**config.mk**
```make
export PLATFORM = sky130hd
export DESIGN_NAME = dpb_cfg_regs
export DESIGN_NICKNAME = d
export VERILOG_FILES = /design/src/rtl/core/dpb_pkg.sv /design/src/rtl/core/dpb_cfg_regs.sv
export SDC_FILE = /design/constraint.sdc
export NUM_CORES = 1
export LEC_CHECK = 0
export ABC_CLOCK_PERIOD_IN_PS = 1400
export BUFFER_PORTS_ARGS = -buffer_cell sky130_fd_sc_hd__buf_2
export CAP_MARGIN = 20
export CORE_ASPECT_RATIO = 0.7
export CORE_MARGIN = 2
export CORE_UTILIZATION = 30
export DETAILED_ROUTE_END_ITERATION = 12
export SLEW_MARGIN = 20
export SYNTH_ARGS = -nofsm -noshare
export SYNTH_HDL_FRONTEND = slang
export SYNTH_SLANG_ARGS = --single-unit
```
**constraint.sdc**
```tcl
create_clock -name i_clk -period 1.4 [get_ports i_clk]
set_input_delay 0.21 -clock i_clk [delete_from_list [all_inputs] [get_ports i_clk]]
set_output_delay 0.21 -clock i_clk [all_outputs]
set_load 0.1 [all_outputs]
```
**src/rtl/core/dpb_pkg.sv**
```systemverilog
package dpb_pkg;

    localparam int DEPTH_W = 16;
    localparam int POS_W   = 12;
    localparam int CHAN_W  = 8;
    localparam int INV_W   = 24;
    localparam int CEN_W   = 16;
    localparam int COORD_W = 40;
    localparam int MAG_W   = 16;
    localparam int MD_W    = MAG_W + DEPTH_W;
    localparam int PROD_W  = MD_W + INV_W;
    localparam int FRAC_SH = 20;
    localparam int Q_W     = PROD_W + 1 - FRAC_SH;
    localparam int GREY_W  = 22;
    localparam int CFG_IDX_W  = 3;
    localparam int CFG_DATA_W = 24;

    localparam logic [CFG_IDX_W-1:0] CFG_INV_FOCAL_X       = 3'd0;
    localparam logic [CFG_IDX_W-1:0] CFG_INV_FOCAL_Y       = 3'd1;
    localparam logic [CFG_IDX_W-1:0] CFG_CENTER_X          = 3'd2;
    localparam logic [CFG_IDX_W-1:0] CFG_CENTER_Y          = 3'd3;
    localparam logic [CFG_IDX_W-1:0] CFG_COLOUR_MODE       = 3'd4;
    localparam logic [CFG_IDX_W-1:0] CFG_INTRINSICS_LOADED = 3'd5;

    localparam logic [INV_W-1:0] RST_INV_FOCAL_X = 24'd33554;
    localparam logic [INV_W-1:0] RST_INV_FOCAL_Y = 24'd33554;
    localparam logic [CEN_W-1:0] RST_CENTER_X    = 16'd5120;
    localparam logic [CEN_W-1:0] RST_CENTER_Y    = 16'd3840;

    localparam logic [GREY_W-1:0] GREY_R     = 22'd4899;
    localparam logic [GREY_W-1:0] GREY_G     = 22'd9617;
    localparam logic [GREY_W-1:0] GREY_B     = 22'd1868;
    localparam logic [GREY_W-1:0] GREY_ROUND = 22'd8192;

    localparam logic [PROD_W:0]  ROUND_HALF = (PROD_W+1)'(1) << (FRAC_SH - 1);
    localparam logic [COORD_W:0] POS_LIMIT  = 41'h07F_FFFF_FFFF;
    localparam logic [COORD_W:0] NEG_LIMIT  = 41'h080_0000_0000;
    localparam logic [COORD_W-1:0] COORD_MAX = 40'h7F_FFFF_FFFF;
    localparam logic [COORD_W-1:0] COORD_MIN = 40'h80_0000_0000;

    typedef struct packed {
        logic [INV_W-1:0] inv_focal_x;
        logic [INV_W-1:0] inv_focal_y;
        logic [CEN_W-1:0] center_x;
        logic [CEN_W-1:0] center_y;
        logic             colour_mode;
        logic             intrinsics_loaded;
    } t_cfg;

    typedef struct packed {
        logic [DEPTH_W-1:0] depth_mm;
        logic [POS_W-1:0]   pixel_col;
        logic [POS_W-1:0]   pixel_row;
        logic [CHAN_W-1:0]  blue_in;
        logic [CHAN_W-1:0]  green_in;
        logic [CHAN_W-1:0]  red_in;
    } t_req;

    typedef struct packed {
        logic signed [COORD_W-1:0] point_x;
        logic signed [COORD_W-1:0] point_y;
        logic [DEPTH_W-1:0]        point_z;
        logic [CHAN_W-1:0]         blue_out;
        logic [CHAN_W-1:0]         green_out;
        logic [CHAN_W-1:0]         red_out;
    } t_rsp;

    typedef struct packed {
        logic [MAG_W-1:0]   mag_x;
        logic               neg_x;
        logic [MAG_W-1:0]   mag_y;
        logic               neg_y;
        logic [DEPTH_W-1:0] depth;
        logic [CHAN_W-1:0]  grey;
    } t_s1;

    typedef struct packed {
        logic [MD_W-1:0]    md_x;
        logic               neg_x;
        logic [MD_W-1:0]    md_y;
        logic               neg_y;
        logic [DEPTH_W-1:0] depth;
        logic [CHAN_W-1:0]  grey;
    } t_s2;

    typedef struct packed {
        logic [PROD_W-1:0]  prod_x;
        logic               neg_x;
        logic [PROD_W-1:0]  prod_y;
        logic               neg_y;
        logic [DEPTH_W-1:0] depth;
        logic [CHAN_W-1:0]  grey;
    } t_s3;

endpackage

```
**src/rtl/core/dpb_cfg_regs.sv**
```systemverilog
module dpb_cfg_regs
    import dpb_pkg::*;
(
    input  logic                  i_clk,
    input  logic                  i_rst_n,
    input  logic                  i_cfg_we,
    input  logic [CFG_IDX_W-1:0]  i_cfg_idx,
    input  logic [CFG_DATA_W-1:0] i_cfg_data,
    output t_cfg                  o_cfg
);

    t_cfg r_cfg;
    t_cfg n_cfg;

    always_comb begin
        n_cfg = r_cfg;
        if (i_cfg_we) begin
            unique case (i_cfg_idx)
                CFG_INV_FOCAL_X:       n_cfg.inv_focal_x = i_cfg_data[INV_W-1:0];
                CFG_INV_FOCAL_Y:       n_cfg.inv_focal_y = i_cfg_data[INV_W-1:0];
                CFG_CENTER_X:          n_cfg.center_x = i_cfg_data[CEN_W-1:0];
                CFG_CENTER_Y:          n_cfg.center_y = i_cfg_data[CEN_W-1:0];
                CFG_COLOUR_MODE:       n_cfg.colour_mode = i_cfg_data[0];
                CFG_INTRINSICS_LOADED: n_cfg.intrinsics_loaded = i_cfg_data[0];
                default:               n_cfg = r_cfg;
            endcase
        end
    end

    always_ff @(posedge i_clk) begin
        if (!i_rst_n) begin
            r_cfg.inv_focal_x       <= RST_INV_FOCAL_X;
            r_cfg.inv_focal_y       <= RST_INV_FOCAL_Y;
            r_cfg.center_x          <= RST_CENTER_X;
            r_cfg.center_y          <= RST_CENTER_Y;
            r_cfg.colour_mode       <= 1'b0;
            r_cfg.intrinsics_loaded <= 1'b0;
        end else begin
            r_cfg <= n_cfg;
        end
    end

    assign o_cfg = r_cfg;

endmodule

```
==> impl_metrics.env <==
export IMPL_crit_arrival_ns=1.14
export IMPL_fin_skew_ns=0
export IMPL_yosys_most_used_dff="dfxtp_1"
export IMPL_synth_sequential_area_ratio=0.523
export IMPL_cts_root_buf="clkbuf_16"
export IMPL_critPathCaptureType="output port"
export IMPL_routed_wl_microns=7750
export IMPL_grt_pass1_wl_microns=12200
export IMPL_synth_edf_count=0
export IMPL_grt_pass1_vias=2376
export IMPL_htree_num_levels=3
export IMPL_critical_path_buf_inv_count=1
export IMPL_finalHoldViolations=0
export IMPL_drive_gt1_frac=0.339
export IMPL_worst_pin_slew_ns=0.513
export IMPL_crit_slowest_cell="buf_2"
export IMPL_routedWlPerCell_microns=13.8
export IMPL_synth_common_cells="nand2_1, dfxtp_1, mux2i_1, nor2b_1, clkbuf_1"
export IMPL_drtIter0Drc=84
export IMPL_dp_hpwl_microns=5680
export IMPL_setup_tns_ns=0
export IMPL_power_density_nw_per_um2=1330
export IMPL_first_pass_iters=4
export IMPL_synth_cell_types=14
export IMPL_vias=2481
export IMPL_combinationalPowerShare=0.129
export IMPL_grt_max_degree=41
export IMPL_required_ns=1.19
export IMPL_cts_tree="built"
export IMPL_antenna_cells=0
export IMPL_clk_pin_slew_ns=0.06
export IMPL_syn_inst=308
export IMPL_crit_path_max_fanout=2
export IMPL_antenna_left=0
export IMPL_finalCritPeriodShare=0.967
export IMPL_synth_most_common_cell="nand2_1"
export IMPL_cts_repair_resize_count=0
export IMPL_irDropWorstVdd_mv=0.580
export IMPL_syn_nets=338
export IMPL_nets=453
export IMPL_holdBufCountCts=0
export IMPL_cts_buffers=9
export IMPL_critPathLaunchType="flip-flop"
export IMPL_p_sw_mw=1.56
export IMPL_postCtsSetupBuffers=0
export IMPL_hold_ws_ns=0.137
export IMPL_relSlewSlack=0.660
export IMPL_port_buffers=111
export IMPL_clock_power_share=0.448
export IMPL_setup_viol=0
export IMPL_place_congestion=0.725
export IMPL_hold_path_class="input pin to flip-flop"
export IMPL_rsz0062_at_grt="false"
export IMPL_synthDominantCellAreaShare=0.523
export IMPL_clock_path_buffers=2
export IMPL_path_cells="buf_2"
export IMPL_drt_vias_per_instance=4.43
export IMPL_post_route_util=0.417
export IMPL_synthArstFlopShare=0
export IMPL_antenna_found_initial=0
export IMPL_num_rows=31
export IMPL_area_growth_pct=36.5
export IMPL_core_area_sq_um=10300
export IMPL_cts_sinks=82
export IMPL_grt_usage=0.139
export IMPL_largest_reg_flops=82
export IMPL_die_area_sq_um=11300
export IMPL_start_util=0.305
export IMPL_seqPwrFrac=0.423
export IMPL_status="completed"
export IMPL_slew_viol_final=0
export IMPL_criticalPathCategory="flip-flop to output port"
export IMPL_synth_seq_cells=82
export IMPL_place_ws_ns=0.0313
export IMPL_fin_ws_ns=0.0464
export IMPL_yosys_top_cells_area="dfxtp_1, mux2i_1, nand2_1"
export IMPL_ioPinCount=112
export IMPL_die_y_microns=89.6
export IMPL_p_leak_nw=2.08
export IMPL_internal_power_mw=4.14
export IMPL_dp_cells=544
export IMPL_drc_errors=0
export IMPL_overflow=0
export IMPL_switching_share=0.274
export IMPL_avgSynthCellArea_sq_um=10.2
export IMPL_synthesis_area_sq_um=3140
export IMPL_crit_family="buffers and inverters"
export IMPL_fin_crit_ns=1.35
export IMPL_final_cells=560
export IMPL_fmax_mhz=739
export IMPL_ys_warn_count=0
export IMPL_drv_cap=0
export IMPL_slowest_delay_ns=0.44
export IMPL_die_w_microns=126
export IMPL_clock_latency_ns=0.33
export IMPL_yosysTopAreaCell="dfxtp_1"
==> layout by cell type (no fill, tap or decap), drive strengths merged <==
master,netlist,layout
nor2b,24,24
clkinvlp,0,2
inv,0,2
and4bb,1,1
clkinv,0,1
dfxtp,82,82
nor4bb,2,2
buf,9,126
nand2,90,90
clkbuf,13,9
bufinv,0,2
nand4b,2,2
nor4b,1,1
or4b,1,1
nand4bb,1,1
mux2i,82,82
==> cell type report <==
cell class / instances / area [sq um]
Clock inverter: 7 / 101
Fill cell: 1016 / 5990
Clock buffer: 9 / 225
Sequential cell: 82 / 1640
Timing Repair Buffer: 126 / 733
Tap cell: 132 / 165
Multi-Input combinational cell: 204 / 1420
==> worst paths after layout <==
kind / slack [ns] / cells past startpoint / startpoint / end
setup / recovery: 0.05 / 1 / o_cfg[13] / o_cfg[13]
hold / removal: 0.14 / 3 / i_cfg_data[9] / o_cfg[27]
setup reg to reg: 0.76 / 2 / o_cfg[35] / o_cfg[35]
hold reg to reg: 0.45 / 2 / o_cfg[47] / o_cfg[47]
==> layer usage <==
layer,vias up,part of all wire,routed length [microns],track usage
li1,1241,-,-,-
met4,0,0.012,96,0.0480
met5,-,0,0,0
met1,1162,0.48,3740,0.182
met3,12,0.069,534,0.0557
met2,66,0.44,3390,0.211
==> stage by stage <==
stage	instance area, sq um	power, mW
after floorplan	3140	3.01
after global routing	4290	5.91
after detailed placement	3960	3.20
after global placement	3960	3.19
final	4290	5.70
after CTS	4290	5.79
==> kinds of logic after synthesis <==
kind of cell           share of synthesized area
and+or+nand+nor                            0.183
buffers and inverters                     0.0327
DFF                                        0.523
muxes                                      0.261
==> power by group through the flow <==
stage,Combinational [mW],Clock [mW],Sequential (mW)
floorplan,0.180,0,2.83
global placement,0.733,0,2.46
detailed placement,0.741,0,2.46
CTS,0.742,2.64,2.41
global route,0.775,2.72,2.42
finish,0.736,2.55,2.41
No activity file was read; power rests on OpenSTA's default activity.
