$ cat config.mk
export PLATFORM = sky130hd
export DESIGN_NAME = dpb_round
export DESIGN_NICKNAME = d
export VERILOG_FILES = /design/src/rtl/core/dpb_pkg.sv /design/src/rtl/core/dpb_round.sv
export SDC_FILE = /design/constraint.sdc
export NUM_CORES = 1
export LEC_CHECK = 0
export BUFFER_PORTS_ARGS = -buffer_cell sky130_fd_sc_hd__buf_2
export CAP_MARGIN = 20
export CORE_MARGIN = 2
export CORE_UTILIZATION = 45
export CTS_BUF_LIST = sky130_fd_sc_hd__clkbuf_8
export CTS_CLUSTER_SIZE = 10
export DETAILED_ROUTE_END_ITERATION = 16
export GPL_TIMING_DRIVEN = 0
export MAX_ROUTING_LAYER = met4
export PLACE_DENSITY_LB_ADDON = 0.2
export SLEW_MARGIN = 20
export SYNTH_ARGS = -nofsm -noshare
export SYNTH_HDL_FRONTEND = slang
export SYNTH_SLANG_ARGS = --single-unit
$ cat constraint.sdc
create_clock -name i_clk -period 5.6 [get_ports i_clk]
set_input_delay 1.4 -clock i_clk [delete_from_list [all_inputs] [get_ports i_clk]]
set_output_delay 1.4 -clock i_clk [all_outputs]
set_load 0.01 [all_outputs]
$ cat src/rtl/core/dpb_pkg.sv
package dpb_pkg;

    localparam int DEPTH_W = 16;
    localparam int POS_W   = 12;
    localparam int CHAN_W  = 8;
    localparam int INV_W   = 24;
    localparam int CEN_W   = 16;
    localparam int COORD_W = 40;
    localparam int MAG_W   = 16;
    localparam int MD_W    = MAG_W + DEPTH_W;
    localparam int PROD_W  = MD_W + INV_W;
    localparam int FRAC_SH = 20;
    localparam int Q_W     = PROD_W + 1 - FRAC_SH;
    localparam int GREY_W  = 22;
    localparam int CFG_IDX_W  = 3;
    localparam int CFG_DATA_W = 24;

    localparam logic [CFG_IDX_W-1:0] CFG_INV_FOCAL_X       = 3'd0;
    localparam logic [CFG_IDX_W-1:0] CFG_INV_FOCAL_Y       = 3'd1;
    localparam logic [CFG_IDX_W-1:0] CFG_CENTER_X          = 3'd2;
    localparam logic [CFG_IDX_W-1:0] CFG_CENTER_Y          = 3'd3;
    localparam logic [CFG_IDX_W-1:0] CFG_COLOUR_MODE       = 3'd4;
    localparam logic [CFG_IDX_W-1:0] CFG_INTRINSICS_LOADED = 3'd5;

    localparam logic [INV_W-1:0] RST_INV_FOCAL_X = 24'd33554;
    localparam logic [INV_W-1:0] RST_INV_FOCAL_Y = 24'd33554;
    localparam logic [CEN_W-1:0] RST_CENTER_X    = 16'd5120;
    localparam logic [CEN_W-1:0] RST_CENTER_Y    = 16'd3840;

    localparam logic [GREY_W-1:0] GREY_R     = 22'd4899;
    localparam logic [GREY_W-1:0] GREY_G     = 22'd9617;
    localparam logic [GREY_W-1:0] GREY_B     = 22'd1868;
    localparam logic [GREY_W-1:0] GREY_ROUND = 22'd8192;

    localparam logic [PROD_W:0]  ROUND_HALF = (PROD_W+1)'(1) << (FRAC_SH - 1);
    localparam logic [COORD_W:0] POS_LIMIT  = 41'h07F_FFFF_FFFF;
    localparam logic [COORD_W:0] NEG_LIMIT  = 41'h080_0000_0000;
    localparam logic [COORD_W-1:0] COORD_MAX = 40'h7F_FFFF_FFFF;
    localparam logic [COORD_W-1:0] COORD_MIN = 40'h80_0000_0000;

    typedef struct packed {
        logic [INV_W-1:0] inv_focal_x;
        logic [INV_W-1:0] inv_focal_y;
        logic [CEN_W-1:0] center_x;
        logic [CEN_W-1:0] center_y;
        logic             colour_mode;
        logic             intrinsics_loaded;
    } t_cfg;

    typedef struct packed {
        logic [DEPTH_W-1:0] depth_mm;
        logic [POS_W-1:0]   pixel_col;
        logic [POS_W-1:0]   pixel_row;
        logic [CHAN_W-1:0]  blue_in;
        logic [CHAN_W-1:0]  green_in;
        logic [CHAN_W-1:0]  red_in;
    } t_req;

    typedef struct packed {
        logic signed [COORD_W-1:0] point_x;
        logic signed [COORD_W-1:0] point_y;
        logic [DEPTH_W-1:0]        point_z;
        logic [CHAN_W-1:0]         blue_out;
        logic [CHAN_W-1:0]         green_out;
        logic [CHAN_W-1:0]         red_out;
    } t_rsp;

    typedef struct packed {
        logic [MAG_W-1:0]   mag_x;
        logic               neg_x;
        logic [MAG_W-1:0]   mag_y;
        logic               neg_y;
        logic [DEPTH_W-1:0] depth;
        logic [CHAN_W-1:0]  grey;
    } t_s1;

    typedef struct packed {
        logic [MD_W-1:0]    md_x;
        logic               neg_x;
        logic [MD_W-1:0]    md_y;
        logic               neg_y;
        logic [DEPTH_W-1:0] depth;
        logic [CHAN_W-1:0]  grey;
    } t_s2;

    typedef struct packed {
        logic [PROD_W-1:0]  prod_x;
        logic               neg_x;
        logic [PROD_W-1:0]  prod_y;
        logic               neg_y;
        logic [DEPTH_W-1:0] depth;
        logic [CHAN_W-1:0]  grey;
    } t_s3;

endpackage

$ cat src/rtl/core/dpb_round.sv
module dpb_round
    import dpb_pkg::*;
(
    input  logic i_clk,
    input  logic i_rst_n,
    input  logic i_s3_valid,
    output logic o_s3_ready,
    input  t_s3  i_s3,
    output logic o_rsp_valid,
    input  logic i_rsp_ready,
    output t_rsp o_rsp
);

    logic r_valid;
    t_rsp r_rsp;
    t_rsp n_rsp;

    function automatic logic [COORD_W-1:0] round_sat(logic [PROD_W-1:0] prod, logic neg);
        logic [PROD_W:0]    sum;
        logic [Q_W-1:0]     q;
        logic [COORD_W:0]   q_ext;
        logic [COORD_W-1:0] res;
        sum   = {1'b0, prod} + ROUND_HALF;
        q     = sum[PROD_W:FRAC_SH];
        q_ext = (COORD_W+1)'(q);
        if (!neg) begin
            res = (q_ext > POS_LIMIT) ? COORD_MAX : q_ext[COORD_W-1:0];
        end else begin
            res = (q_ext > NEG_LIMIT) ? COORD_MIN : COORD_W'(-q_ext);
        end
        return res;
    endfunction

    always_comb begin
        n_rsp.point_x   = round_sat(i_s3.prod_x, i_s3.neg_x);
        n_rsp.point_y   = round_sat(i_s3.prod_y, i_s3.neg_y);
        n_rsp.point_z   = i_s3.depth;
        n_rsp.blue_out  = i_s3.grey;
        n_rsp.green_out = i_s3.grey;
        n_rsp.red_out   = i_s3.grey;
    end

    assign o_s3_ready = !r_valid || i_rsp_ready;

    always_ff @(posedge i_clk) begin
        if (!i_rst_n) begin
            r_valid <= 1'b0;
        end else if (o_s3_ready) begin
            r_valid <= i_s3_valid;
        end
    end

    always_ff @(posedge i_clk) begin
        if (o_s3_ready && i_s3_valid) begin
            r_rsp <= n_rsp;
        end
    end

    assign o_rsp_valid = r_valid;
    assign o_rsp       = r_rsp;

endmodule

==> impl_metrics.yaml <==
outcome:
  status: "completed"
routing:
  drt_wl_total_um: 20100
  num_vias: 6938
  drtPass1Iterations: 5
  viasPerCell: 5.49
  drc: 0
  antenna_left: 0
  wl_met3_um: 1230
  drt-initial-drc-count: 590
  wl_met1_um: 8530
  wire_per_inst_um: 15.9
  wl_met2_um: 9830
  highest_layer: "met4"
clock_network:
  postCtsHoldBufs: 0
  cts_tree: "yes"
  insertion_delay_ns: 0.39
  cts-resized-gates: 0
  clock_path_buffers: 2
  ctsHtreeMaxLevel: 3
  clk_pin_slew_worst_paths_ns: 0.12
  cts.sinks: 105
  cts_setup_buffers: 0
  root_buffer: "clkbuf_8"
  cts_buffers: 9
setup_path:
  end_kind: "register"
  crit_start: "i_s3[45]"
  reg2reg_from: "o_rsp_valid"
  cp_data_arrival_time_ns: 5.03
  cp-start-kind: "primary input"
  cp_max_fo: 10
  reg2reg_to: "o_rsp[91]"
  path_class: "primary input to register"
  r2r_cells: 4
  rrSetupSlack_ns: 4.02
  cp.required_ns: 5.75
timing:
  maxSlewViolCount: 0
  setup_viol: 0
  min_period_ns: 4.88
  tns_ns: 0
  fin_ws_ns: 0.721
  rsz0062_at_grt: "false"
  timing.final.crit_share_pct: 87.1
  fmax_mhz: 205
  max_slew_margin_pct: 32.4
  clock_skew_ns: 0.0203
  final-hold-violation-count: 0
  tightest_slew_ns: 1.01
global_routing:
  track_usage_pct: 22.0
  grt_pass1_wl_um: 31200
  overflow: 0
  grt_max_degree: 51
  grt_pass1_vias: 6180
  antenna_found_initial: 1
min_path:
  min_to: "o_rsp_valid"
  holdCritStartpoint: "o_rsp_valid"
  hold_depth: 2
  hp-class: "register to register"
place:
  place_area_mm2: 0.00916
  place_hpwl_um: 15800
  place_ws_ns: 0.320
  place.gp.congestion: 0.904
  port_buffers: 202
final_layout:
  area_delta_synth_final_pct: 19.7
  mostFrequentLayoutCells: "buf_2 (216), edfxtp_1 (104), xnor2_1 (99), nand2_1 (68), nand3_1 (58)"
  design_area_mm2: 0.00935
  final_common_cell: "buf_2"
  multi_input_area_mm2: 0.00425
  seq_area_mm2: 0.00314
  drive_gt1_share_pct: 27.3
  nets: 1179
  n_fill_cell: 1606
power_and_ir_drop:
  clockPowerShare_pct: 25.0
  vdd.ir_drop.worst_mv: 0.107
  p_seq_share_pct: 52.2
  power_frac_comb_pct: 22.7
  p_per_area_mw_per_mm2: 195
  power.total_uw: 1830
  intPower_uw: 1280
  p_sw_uw: 543
  p_leak_uw: 0.00340
  switching_share_pct: 29.7
die:
  row_count: 48
  start_util_pct: 45.6
  die_h_um: 136
  ios: 264
  die_w_um: 136
  die-area_mm2: 0.0184
  core_region_area_mm2: 0.0171
yosys:
  syn_nets: 964
  synth_flop_cell: "edfxtp_1"
  ys_seq_elements: 105
  async_flop_share_pct: 0
  syn_avg_cell_area_um2: 9.55
  synth_edf_count: 104
  synthCells: 818
  yosysTopAreaCell: "edfxtp_1"
  yosysWarnings: 0
  syn_area_mm2: 0.00781
  netlist.area_leader.share_pct: 40.0
  ys_seq_area_share_pct: 40.2
  synth_cell_type_count: 68
  synth.area.top_cells: "edfxtp_1 (40%), xnor2_1 (11%), xor2_1 (4.9%)"
run:
  drv_cap: 0
-- critical path: stages --
cell     delay (ns)
buf_2          0.16
ha_1           0.16
buf_4          0.17
nand4_4        0.18
nor4_1         0.90
nand3_1        0.25
xor2_1         0.32
nor3b_1        0.50
nand3_2        0.27
and3_1         0.23
or4_1          0.47
-- registers in the layout, summed over array words and instances (netlist names) --
| register | cells |
|---|---|
| o_rsp | 104 |
| o_rsp_valid | 1 |
-- layout make-up --
cell class	count	area share, %
Buffer	66	4.01
Multi-Input combinational cell	635	45.4
Inverter	12	0.482
Sequential cell	105	33.6
Clock inverter	7	0.696
Antenna cell	1	0.0268
Tap cell	225	3.01
Timing Repair Buffer	204	11.4
Clock buffer	9	1.32
-- through the flow --
step | instances | util (%) | hold slack [ns]
finish | 1264 | 54.6 | 0.557
CTS | 1263 | 54.6 | 0.545
detailed placement | 1247 | 53.5 | 0.528
global route | 1264 | 54.6 | 0.601
global placement | 1245 | 53.2 | 0.505
floorplan | 818 | - | 0.610
-- per-layer routing --
metal | vias to the layer above | track usage (%)
met5 | - | -
met4 | 0 | 8.68
met3 | 35 | 2.51
met2 | 243 | 36.0
met1 | 3193 | 28.0
li1 | 3467 | -
-- cells by family (layout without fill, tap and decap cells) --
kind of cell / count (synthesis) / count (layout) / synth area share, %
buffers and inverters: 78 / 298 / 5.38
xor gates and xnor gates: 143 / 143 / 16.0
and+or+nand+nor: 347 / 347 / 25.3
AOI/OAI and AO/OA: 132 / 132 / 11.2
muxes: 9 / 9 / 1.19
other: 0 / 1 / 0
DFF: 105 / 105 / 40.3
adders and majority gates: 4 / 4 / 0.641
-- worst max path at each step --
| stage | endpoint | slack, ns | cells past startpoint |
|---|---|---|---|
| 2_1_floorplan | o_rsp[0] | 1.11 | 2 |
| 3_3_place_gp | o_rsp[84] | 0.13 | 3 |
| 3_5_place_dp | o_rsp[70] | 0.32 | 11 |
| 4_1_cts | o_rsp[70] | 0.75 | 11 |
| 5_1_grt | o_rsp[70] | 0.47 | 11 |
| 6_report | o_rsp[70] | 0.72 | 11 |
-- power groups by stage --
stage	Clock [µW]	Sequential (µW)	Combinational (µW)
finish	457	955	415
global route	500	961	454
CTS	477	956	417
detailed placement	0	974	416
global placement	0	979	404
floorplan	0	1010	217
-- Yosys cell counts, types with 5 or more instances --
cell type	count
nor3_1	20
edfxtp_1	104
nor4b_1	5
or3_1	14
xnor2_1	99
or4_1	8
nand2b_1	6
buf_4	19
a211oi_1	5
o21a_1	7
o21ai_0	37
nand4_1	34
o31ai_1	12
clkbuf_1	24
and4_1	9
and3_1	17
mux2i_1	7
nand2_1	68
xor2_1	44
nand3_1	58
buf_6	5
and2_1	12
or2_2	5
nor2_1	43
a21oi_1	20
nor4_1	16
a31oi_1	10
buf_2	14
inv_1	11
No activity file was read; power rests on OpenSTA's default activity.
