## config.mk

```make
export PLATFORM = sky130hd
export DESIGN_NAME = dpb_front
export DESIGN_NICKNAME = d
export VERILOG_FILES = /design/src/rtl/core/dpb_pkg.sv /design/src/rtl/core/dpb_front.sv
export SDC_FILE = /design/constraint.sdc
export NUM_CORES = 1
export LEC_CHECK = 0
export BUFFER_PORTS_ARGS = -buffer_cell sky130_fd_sc_hd__buf_4
export CAP_MARGIN = 20
export CORE_UTILIZATION = 25
export CTS_CLUSTER_SIZE = 20
export DETAILED_ROUTE_END_ITERATION = 7
export PLACE_DENSITY = 0.49
export SYNTH_ARGS = -nofsm -noshare
export SYNTH_HDL_FRONTEND = slang
export SYNTH_SLANG_ARGS = --single-unit
```

## constraint.sdc

```tcl
create_clock -name i_clk -period 8.25 [get_ports i_clk]
set_input_delay 1.65 -clock i_clk [delete_from_list [all_inputs] [get_ports i_clk]]
set_output_delay 1.65 -clock i_clk [all_outputs]
set_load 0.01 [all_outputs]
```

## src/rtl/core/dpb_pkg.sv

```systemverilog
package dpb_pkg;

    localparam int DEPTH_W = 16;
    localparam int POS_W   = 12;
    localparam int CHAN_W  = 8;
    localparam int INV_W   = 24;
    localparam int CEN_W   = 16;
    localparam int COORD_W = 40;
    localparam int MAG_W   = 16;
    localparam int MD_W    = MAG_W + DEPTH_W;
    localparam int PROD_W  = MD_W + INV_W;
    localparam int FRAC_SH = 20;
    localparam int Q_W     = PROD_W + 1 - FRAC_SH;
    localparam int GREY_W  = 22;
    localparam int CFG_IDX_W  = 3;
    localparam int CFG_DATA_W = 24;

    localparam logic [CFG_IDX_W-1:0] CFG_INV_FOCAL_X       = 3'd0;
    localparam logic [CFG_IDX_W-1:0] CFG_INV_FOCAL_Y       = 3'd1;
    localparam logic [CFG_IDX_W-1:0] CFG_CENTER_X          = 3'd2;
    localparam logic [CFG_IDX_W-1:0] CFG_CENTER_Y          = 3'd3;
    localparam logic [CFG_IDX_W-1:0] CFG_COLOUR_MODE       = 3'd4;
    localparam logic [CFG_IDX_W-1:0] CFG_INTRINSICS_LOADED = 3'd5;

    localparam logic [INV_W-1:0] RST_INV_FOCAL_X = 24'd33554;
    localparam logic [INV_W-1:0] RST_INV_FOCAL_Y = 24'd33554;
    localparam logic [CEN_W-1:0] RST_CENTER_X    = 16'd5120;
    localparam logic [CEN_W-1:0] RST_CENTER_Y    = 16'd3840;

    localparam logic [GREY_W-1:0] GREY_R     = 22'd4899;
    localparam logic [GREY_W-1:0] GREY_G     = 22'd9617;
    localparam logic [GREY_W-1:0] GREY_B     = 22'd1868;
    localparam logic [GREY_W-1:0] GREY_ROUND = 22'd8192;

    localparam logic [PROD_W:0]  ROUND_HALF = (PROD_W+1)'(1) << (FRAC_SH - 1);
    localparam logic [COORD_W:0] POS_LIMIT  = 41'h07F_FFFF_FFFF;
    localparam logic [COORD_W:0] NEG_LIMIT  = 41'h080_0000_0000;
    localparam logic [COORD_W-1:0] COORD_MAX = 40'h7F_FFFF_FFFF;
    localparam logic [COORD_W-1:0] COORD_MIN = 40'h80_0000_0000;

    typedef struct packed {
        logic [INV_W-1:0] inv_focal_x;
        logic [INV_W-1:0] inv_focal_y;
        logic [CEN_W-1:0] center_x;
        logic [CEN_W-1:0] center_y;
        logic             colour_mode;
        logic             intrinsics_loaded;
    } t_cfg;

    typedef struct packed {
        logic [DEPTH_W-1:0] depth_mm;
        logic [POS_W-1:0]   pixel_col;
        logic [POS_W-1:0]   pixel_row;
        logic [CHAN_W-1:0]  blue_in;
        logic [CHAN_W-1:0]  green_in;
        logic [CHAN_W-1:0]  red_in;
    } t_req;

    typedef struct packed {
        logic signed [COORD_W-1:0] point_x;
        logic signed [COORD_W-1:0] point_y;
        logic [DEPTH_W-1:0]        point_z;
        logic [CHAN_W-1:0]         blue_out;
        logic [CHAN_W-1:0]         green_out;
        logic [CHAN_W-1:0]         red_out;
    } t_rsp;

    typedef struct packed {
        logic [MAG_W-1:0]   mag_x;
        logic               neg_x;
        logic [MAG_W-1:0]   mag_y;
        logic               neg_y;
        logic [DEPTH_W-1:0] depth;
        logic [CHAN_W-1:0]  grey;
    } t_s1;

    typedef struct packed {
        logic [MD_W-1:0]    md_x;
        logic               neg_x;
        logic [MD_W-1:0]    md_y;
        logic               neg_y;
        logic [DEPTH_W-1:0] depth;
        logic [CHAN_W-1:0]  grey;
    } t_s2;

    typedef struct packed {
        logic [PROD_W-1:0]  prod_x;
        logic               neg_x;
        logic [PROD_W-1:0]  prod_y;
        logic               neg_y;
        logic [DEPTH_W-1:0] depth;
        logic [CHAN_W-1:0]  grey;
    } t_s3;

endpackage

```

## src/rtl/core/dpb_front.sv

```systemverilog
module dpb_front
    import dpb_pkg::*;
#(
    parameter int MAX_DIM    = 4096,
    parameter int DEPTH_BITS = 16
) (
    input  logic i_clk,
    input  logic i_rst_n,
    input  t_cfg i_cfg,
    input  logic i_req_valid,
    output logic o_req_ready,
    input  t_req i_req,
    output logic o_s1_valid,
    input  logic i_s1_ready,
    output t_s1  o_s1
);

    localparam logic [DEPTH_W-1:0] DEPTH_MASK = DEPTH_W'((33'd1 << DEPTH_BITS) - 33'd1);

    logic               r_s1_valid;
    t_s1                r_s1;
    t_s1                n_s1;
    logic [DEPTH_W-1:0] depth_m;
    logic               in_range;
    logic               keep;
    logic [CEN_W:0]     diff_x;
    logic [CEN_W:0]     diff_y;
    logic [GREY_W-1:0]  grey_sum;

    always_comb begin
        depth_m  = i_req.depth_mm & DEPTH_MASK;
        in_range = (32'(i_req.pixel_col) < 32'(MAX_DIM)) &&
                   (32'(i_req.pixel_row) < 32'(MAX_DIM));
        keep     = i_cfg.intrinsics_loaded && (depth_m != '0) && in_range;

        diff_x = {1'b0, i_req.pixel_col, 4'b0000} - {1'b0, i_cfg.center_x};
        diff_y = {1'b0, i_req.pixel_row, 4'b0000} - {1'b0, i_cfg.center_y};

        grey_sum = GREY_R * GREY_W'(i_req.red_in) + GREY_G * GREY_W'(i_req.green_in)
                 + GREY_B * GREY_W'(i_req.blue_in) + GREY_ROUND;

        n_s1.neg_x = diff_x[CEN_W];
        n_s1.mag_x = diff_x[CEN_W] ? MAG_W'(-diff_x) : diff_x[MAG_W-1:0];
        n_s1.neg_y = diff_y[CEN_W];
        n_s1.mag_y = diff_y[CEN_W] ? MAG_W'(-diff_y) : diff_y[MAG_W-1:0];
        n_s1.depth = depth_m;
        n_s1.grey  = i_cfg.colour_mode ? grey_sum[GREY_W-1 -: CHAN_W] : '0;
    end

    assign o_req_ready = !r_s1_valid || i_s1_ready;

    always_ff @(posedge i_clk) begin
        if (!i_rst_n) begin
            r_s1_valid <= 1'b0;
        end else if (o_req_ready) begin
            r_s1_valid <= i_req_valid && keep;
        end
    end

    always_ff @(posedge i_clk) begin
        if (o_req_ready && i_req_valid) begin
            r_s1 <= n_s1;
        end
    end

    assign o_s1_valid = r_s1_valid;
    assign o_s1       = r_s1;

endmodule

```

==> summary.md <==
| Metric | Value |
|---|---|
| CP Max Fanout | 4 |
| Highest-count cells in the layout ignoring fill and taps | inv_1, buf_4, ha_1, fa_1, edfxtp_1 |
| Detail Route Antenna Nets | 0 |
| Full die area | 36100 µm² |
| GPL Wtd Cong | 0.839 |
| Slew Viols, Final | 0 |
| Syn Nets | 1315 |
| Placeable Area | 34700 µm² |
| Detailed-route wire length per cell | 13.0 µm |
| P_int | 3.03 mW |
| Commonest register cell after synthesis | edfxtp_1 |
| Yosys reg bits | 59 |
| Worst-skew pair later-pin latency | 0.32 ns |
| Final hold vios | 0 |
| Grt ovf | 0 |
| Slew @ Worst Pin | 0.688 ns |
| Hpwl dp | 18000 µm |
| Post-synth EDFFs | 58 |
| Area leader, netlist | ha_1 |
| Combinational Power Share | 0.853 |
| Initial Util | 0.255 |
| Switch share | 0.451 |
| Hold WC Path Type | reg -> reg |
| P_sw | 2.50 mW |
| CTS Buf Count | 9 |
| Most common cell after layout, fill and taps aside | inv_1 |
| Slew HR | 0.530 |
| Power share of the clock group | 0.061 |
| Mapped cell area | 8840 µm² |
| Startpoint Class | primary input |
| Via count | 6600 |
| Final Skew | 0.0107 ns |
| Max-Cap Viols | 0 |
| Final min period | 8.07 ns |
| Crit end category | flip-flop |
| Clock root cell | clkbuf_16 |
| CTS sink count | 59 |
| CP Data Arrival Time | 8.13 ns |
| Final net count | 1523 |
| Status | complete, no violations |
| Fmax | 124 MHz |
| Synth area leaders | ha_1, fa_1, edfxtp_1 |
| PwrDens | 481 nW/µm² |
| Share of cells above drive strength 1 | 0.249 |
| Yosys warnings | 0 |
| Row cnt | 68 |
| Leakage Power | 5.75 nW |
| DRC | 0 |
| Largest vdd supply drop | 0.000582 V |
| Chip Height | 190 µm |
| Total GRT Usage | 0.114 |
| Port Buf Inserts | 161 |
| Largest net degree at the start of global routing | 35 |
| Ant diodes | 0 |
| Total I/O pin count | 210 |
| Synth cell types | 62 |
| Critical Path RT | 8.31 ns |
| Setup TNS | 0 ns |
| Initial DRC count | 148 |
| Crit path kind | in -> reg |
| Max incr delay on CP | 0.56 ns |
| Initial antenna violation count | 0 |
| Seq pwr share | 0.086 |
| Top cell type's share of synthesized area | 0.239 |
| Syn-to-layout area delta | 30.1% |
| Avg Vias per Cell | 4.19 |
| Vias in the first global route | 6864 |
| Number of iterations in the first detailed-routing pass | 4 |
| Count of mapped cells out of synthesis | 909 |
| Post-synth ARST share | 0 |
| Final WL | 20500 µm |
| CTS tree | built |
| CTS Buffer Depth | 2 |
| Final setup viols | 0 |
| Hold_ws | 0.532 ns |
| Sequential area share after synthesis | 0.199 |
| Final worst path period share | 0.978 |
| Die Wd | 190 µm |
| # H-tree levels | 3 |
| Mean Syn Cell Area | 9.73 µm² |
| Clock Pin Slew Worst Setup and Hold Paths | 0.05 ns |
| First-pass GRT wire length | 33300 µm |
| Slowest cell on crit path | fa_1 |
-- layer usage --
metal / share of wire / vias up / wire [µm] / GRT usage
met1: 0.48 / 3079 / 9860 / 0.155
li1: - / 3391 / - / -
met3: 0.039 / 11 / 793 / 0.0124
met2: 0.47 / 119 / 9690 / 0.195
met5: 0 / - / 0 / 0
met4: 0.0092 / 0 / 189 / 0.0248
-- cells in the mapped netlist, drive strengths merged (2+ instances only) --
cell,instances
and2,6
inv,243
o211ai,4
or4,2
nand2b,6
nand4,4
a21boi,3
o211a,2
a21o,8
nor3,16
clkbuf,3
and3,4
a21oi,25
xnor2,45
edfxtp,58
nand2,32
a31o,4
a311oi,3
o21bai,2
a31oi,4
or2,11
o21ai,25
o311a,2
a211oi,2
a41oi,3
nor4,6
nor2b,7
a2111oi,4
buf,3
ha,169
or3,2
nor2,38
and2b,3
mux2i,4
o21a,9
nand3,8
fa,87
o31ai,8
o31a,3
xor2,23
-- path summary, 6_finish.rpt --
check                                        startpoint  cells past startpoint  slack (ns)                      end
worst max register to register  o_s1_valid$_SDFFE_PN0N_                      3        6.46    o_s1[5]$_SDFFCE_PN0P_
worst min register to register  o_s1_valid$_SDFFE_PN0N_                      2        0.53  o_s1_valid$_SDFFE_PN0N_
worst min-delay path            o_s1_valid$_SDFFE_PN0N_                      2        0.53  o_s1_valid$_SDFFE_PN0N_
worst max-delay path                          i_req[22]                     31        0.18    o_s1[5]$_SDFFCE_PN0P_
-- state kept, by name, summed over array words and instances (netlist names) --
signal / count
o_s1_valid: 1
o_s1: 58
-- power by group through the flow --
stage	Sequential, mW	Clock, mW	Combinational, mW
2_1_floorplan	0.510	0	2.57
3_3_place_gp	0.480	0	3.74
3_5_place_dp	0.481	0	3.78
4_1_cts	0.476	0.348	3.98
5_1_grt	0.480	0.359	5.39
6_report	0.474	0.339	4.72
-- final cells by class --
type	instances	area, µm²
Multi-Input combinational cell	601	6440
Inverter	243	912
Timing Repair Buffer	203	1530
Sequential cell	59	1760
Fill cell	3646	23200
Clock inverter	4	25.0
Clock buffer	12	256
Tap cell	455	569
-- cell families after synthesis --
| kind of cell | count (synthesis) | share of synthesized area |
|---|---|---|
| xor+xnor | 69 | 0.0699 |
| fa+ha+maj | 256 | 0.436 |
| simple gates | 151 | 0.0873 |
| mux | 4 | 0.00453 |
| buf+inv | 249 | 0.107 |
| compound gates | 121 | 0.0961 |
| flops | 59 | 0.199 |
-- stage by stage --
| stage | util | cell area, µm² | instances | power (mW) | worst slack (ns) |
|---|---|---|---|---|---|
| 2_1_floorplan | - | 8870 | 909 | 3.08 | 0.0448 |
| 3_3_place_gp | 0.313 | 10900 | 1552 | 4.22 | -0.422 |
| 3_5_place_dp | 0.313 | 10900 | 1552 | 4.26 | -0.472 |
| 4_1_cts | 0.323 | 11200 | 1573 | 4.80 | 0.000307 |
| 5_1_grt | 0.331 | 11500 | 1577 | 6.23 | -0.0150 |
| 6_report | 0.331 | 11500 | 1577 | 5.53 | 0.183 |
-- worst max-delay path: cells and delay by family --
kind,cells,cell delay (ns)
buf+inv,6,0.45
xor+xnor,2,0.31
compound gates,7,1.14
simple gates,5,0.63
fa+ha+maj,11,3.95
-- timing repair --
action / CTS / global route
buffers inserted: 5 / 4
pin swaps: 8 / 35
setup endpoints to repair: 5 / 6
hold buffers: 0 / 0
endpoints found under the hold margin: 0 / 0
resized for setup: 5 / 39
No activity file was read; power rests on OpenSTA's default activity.
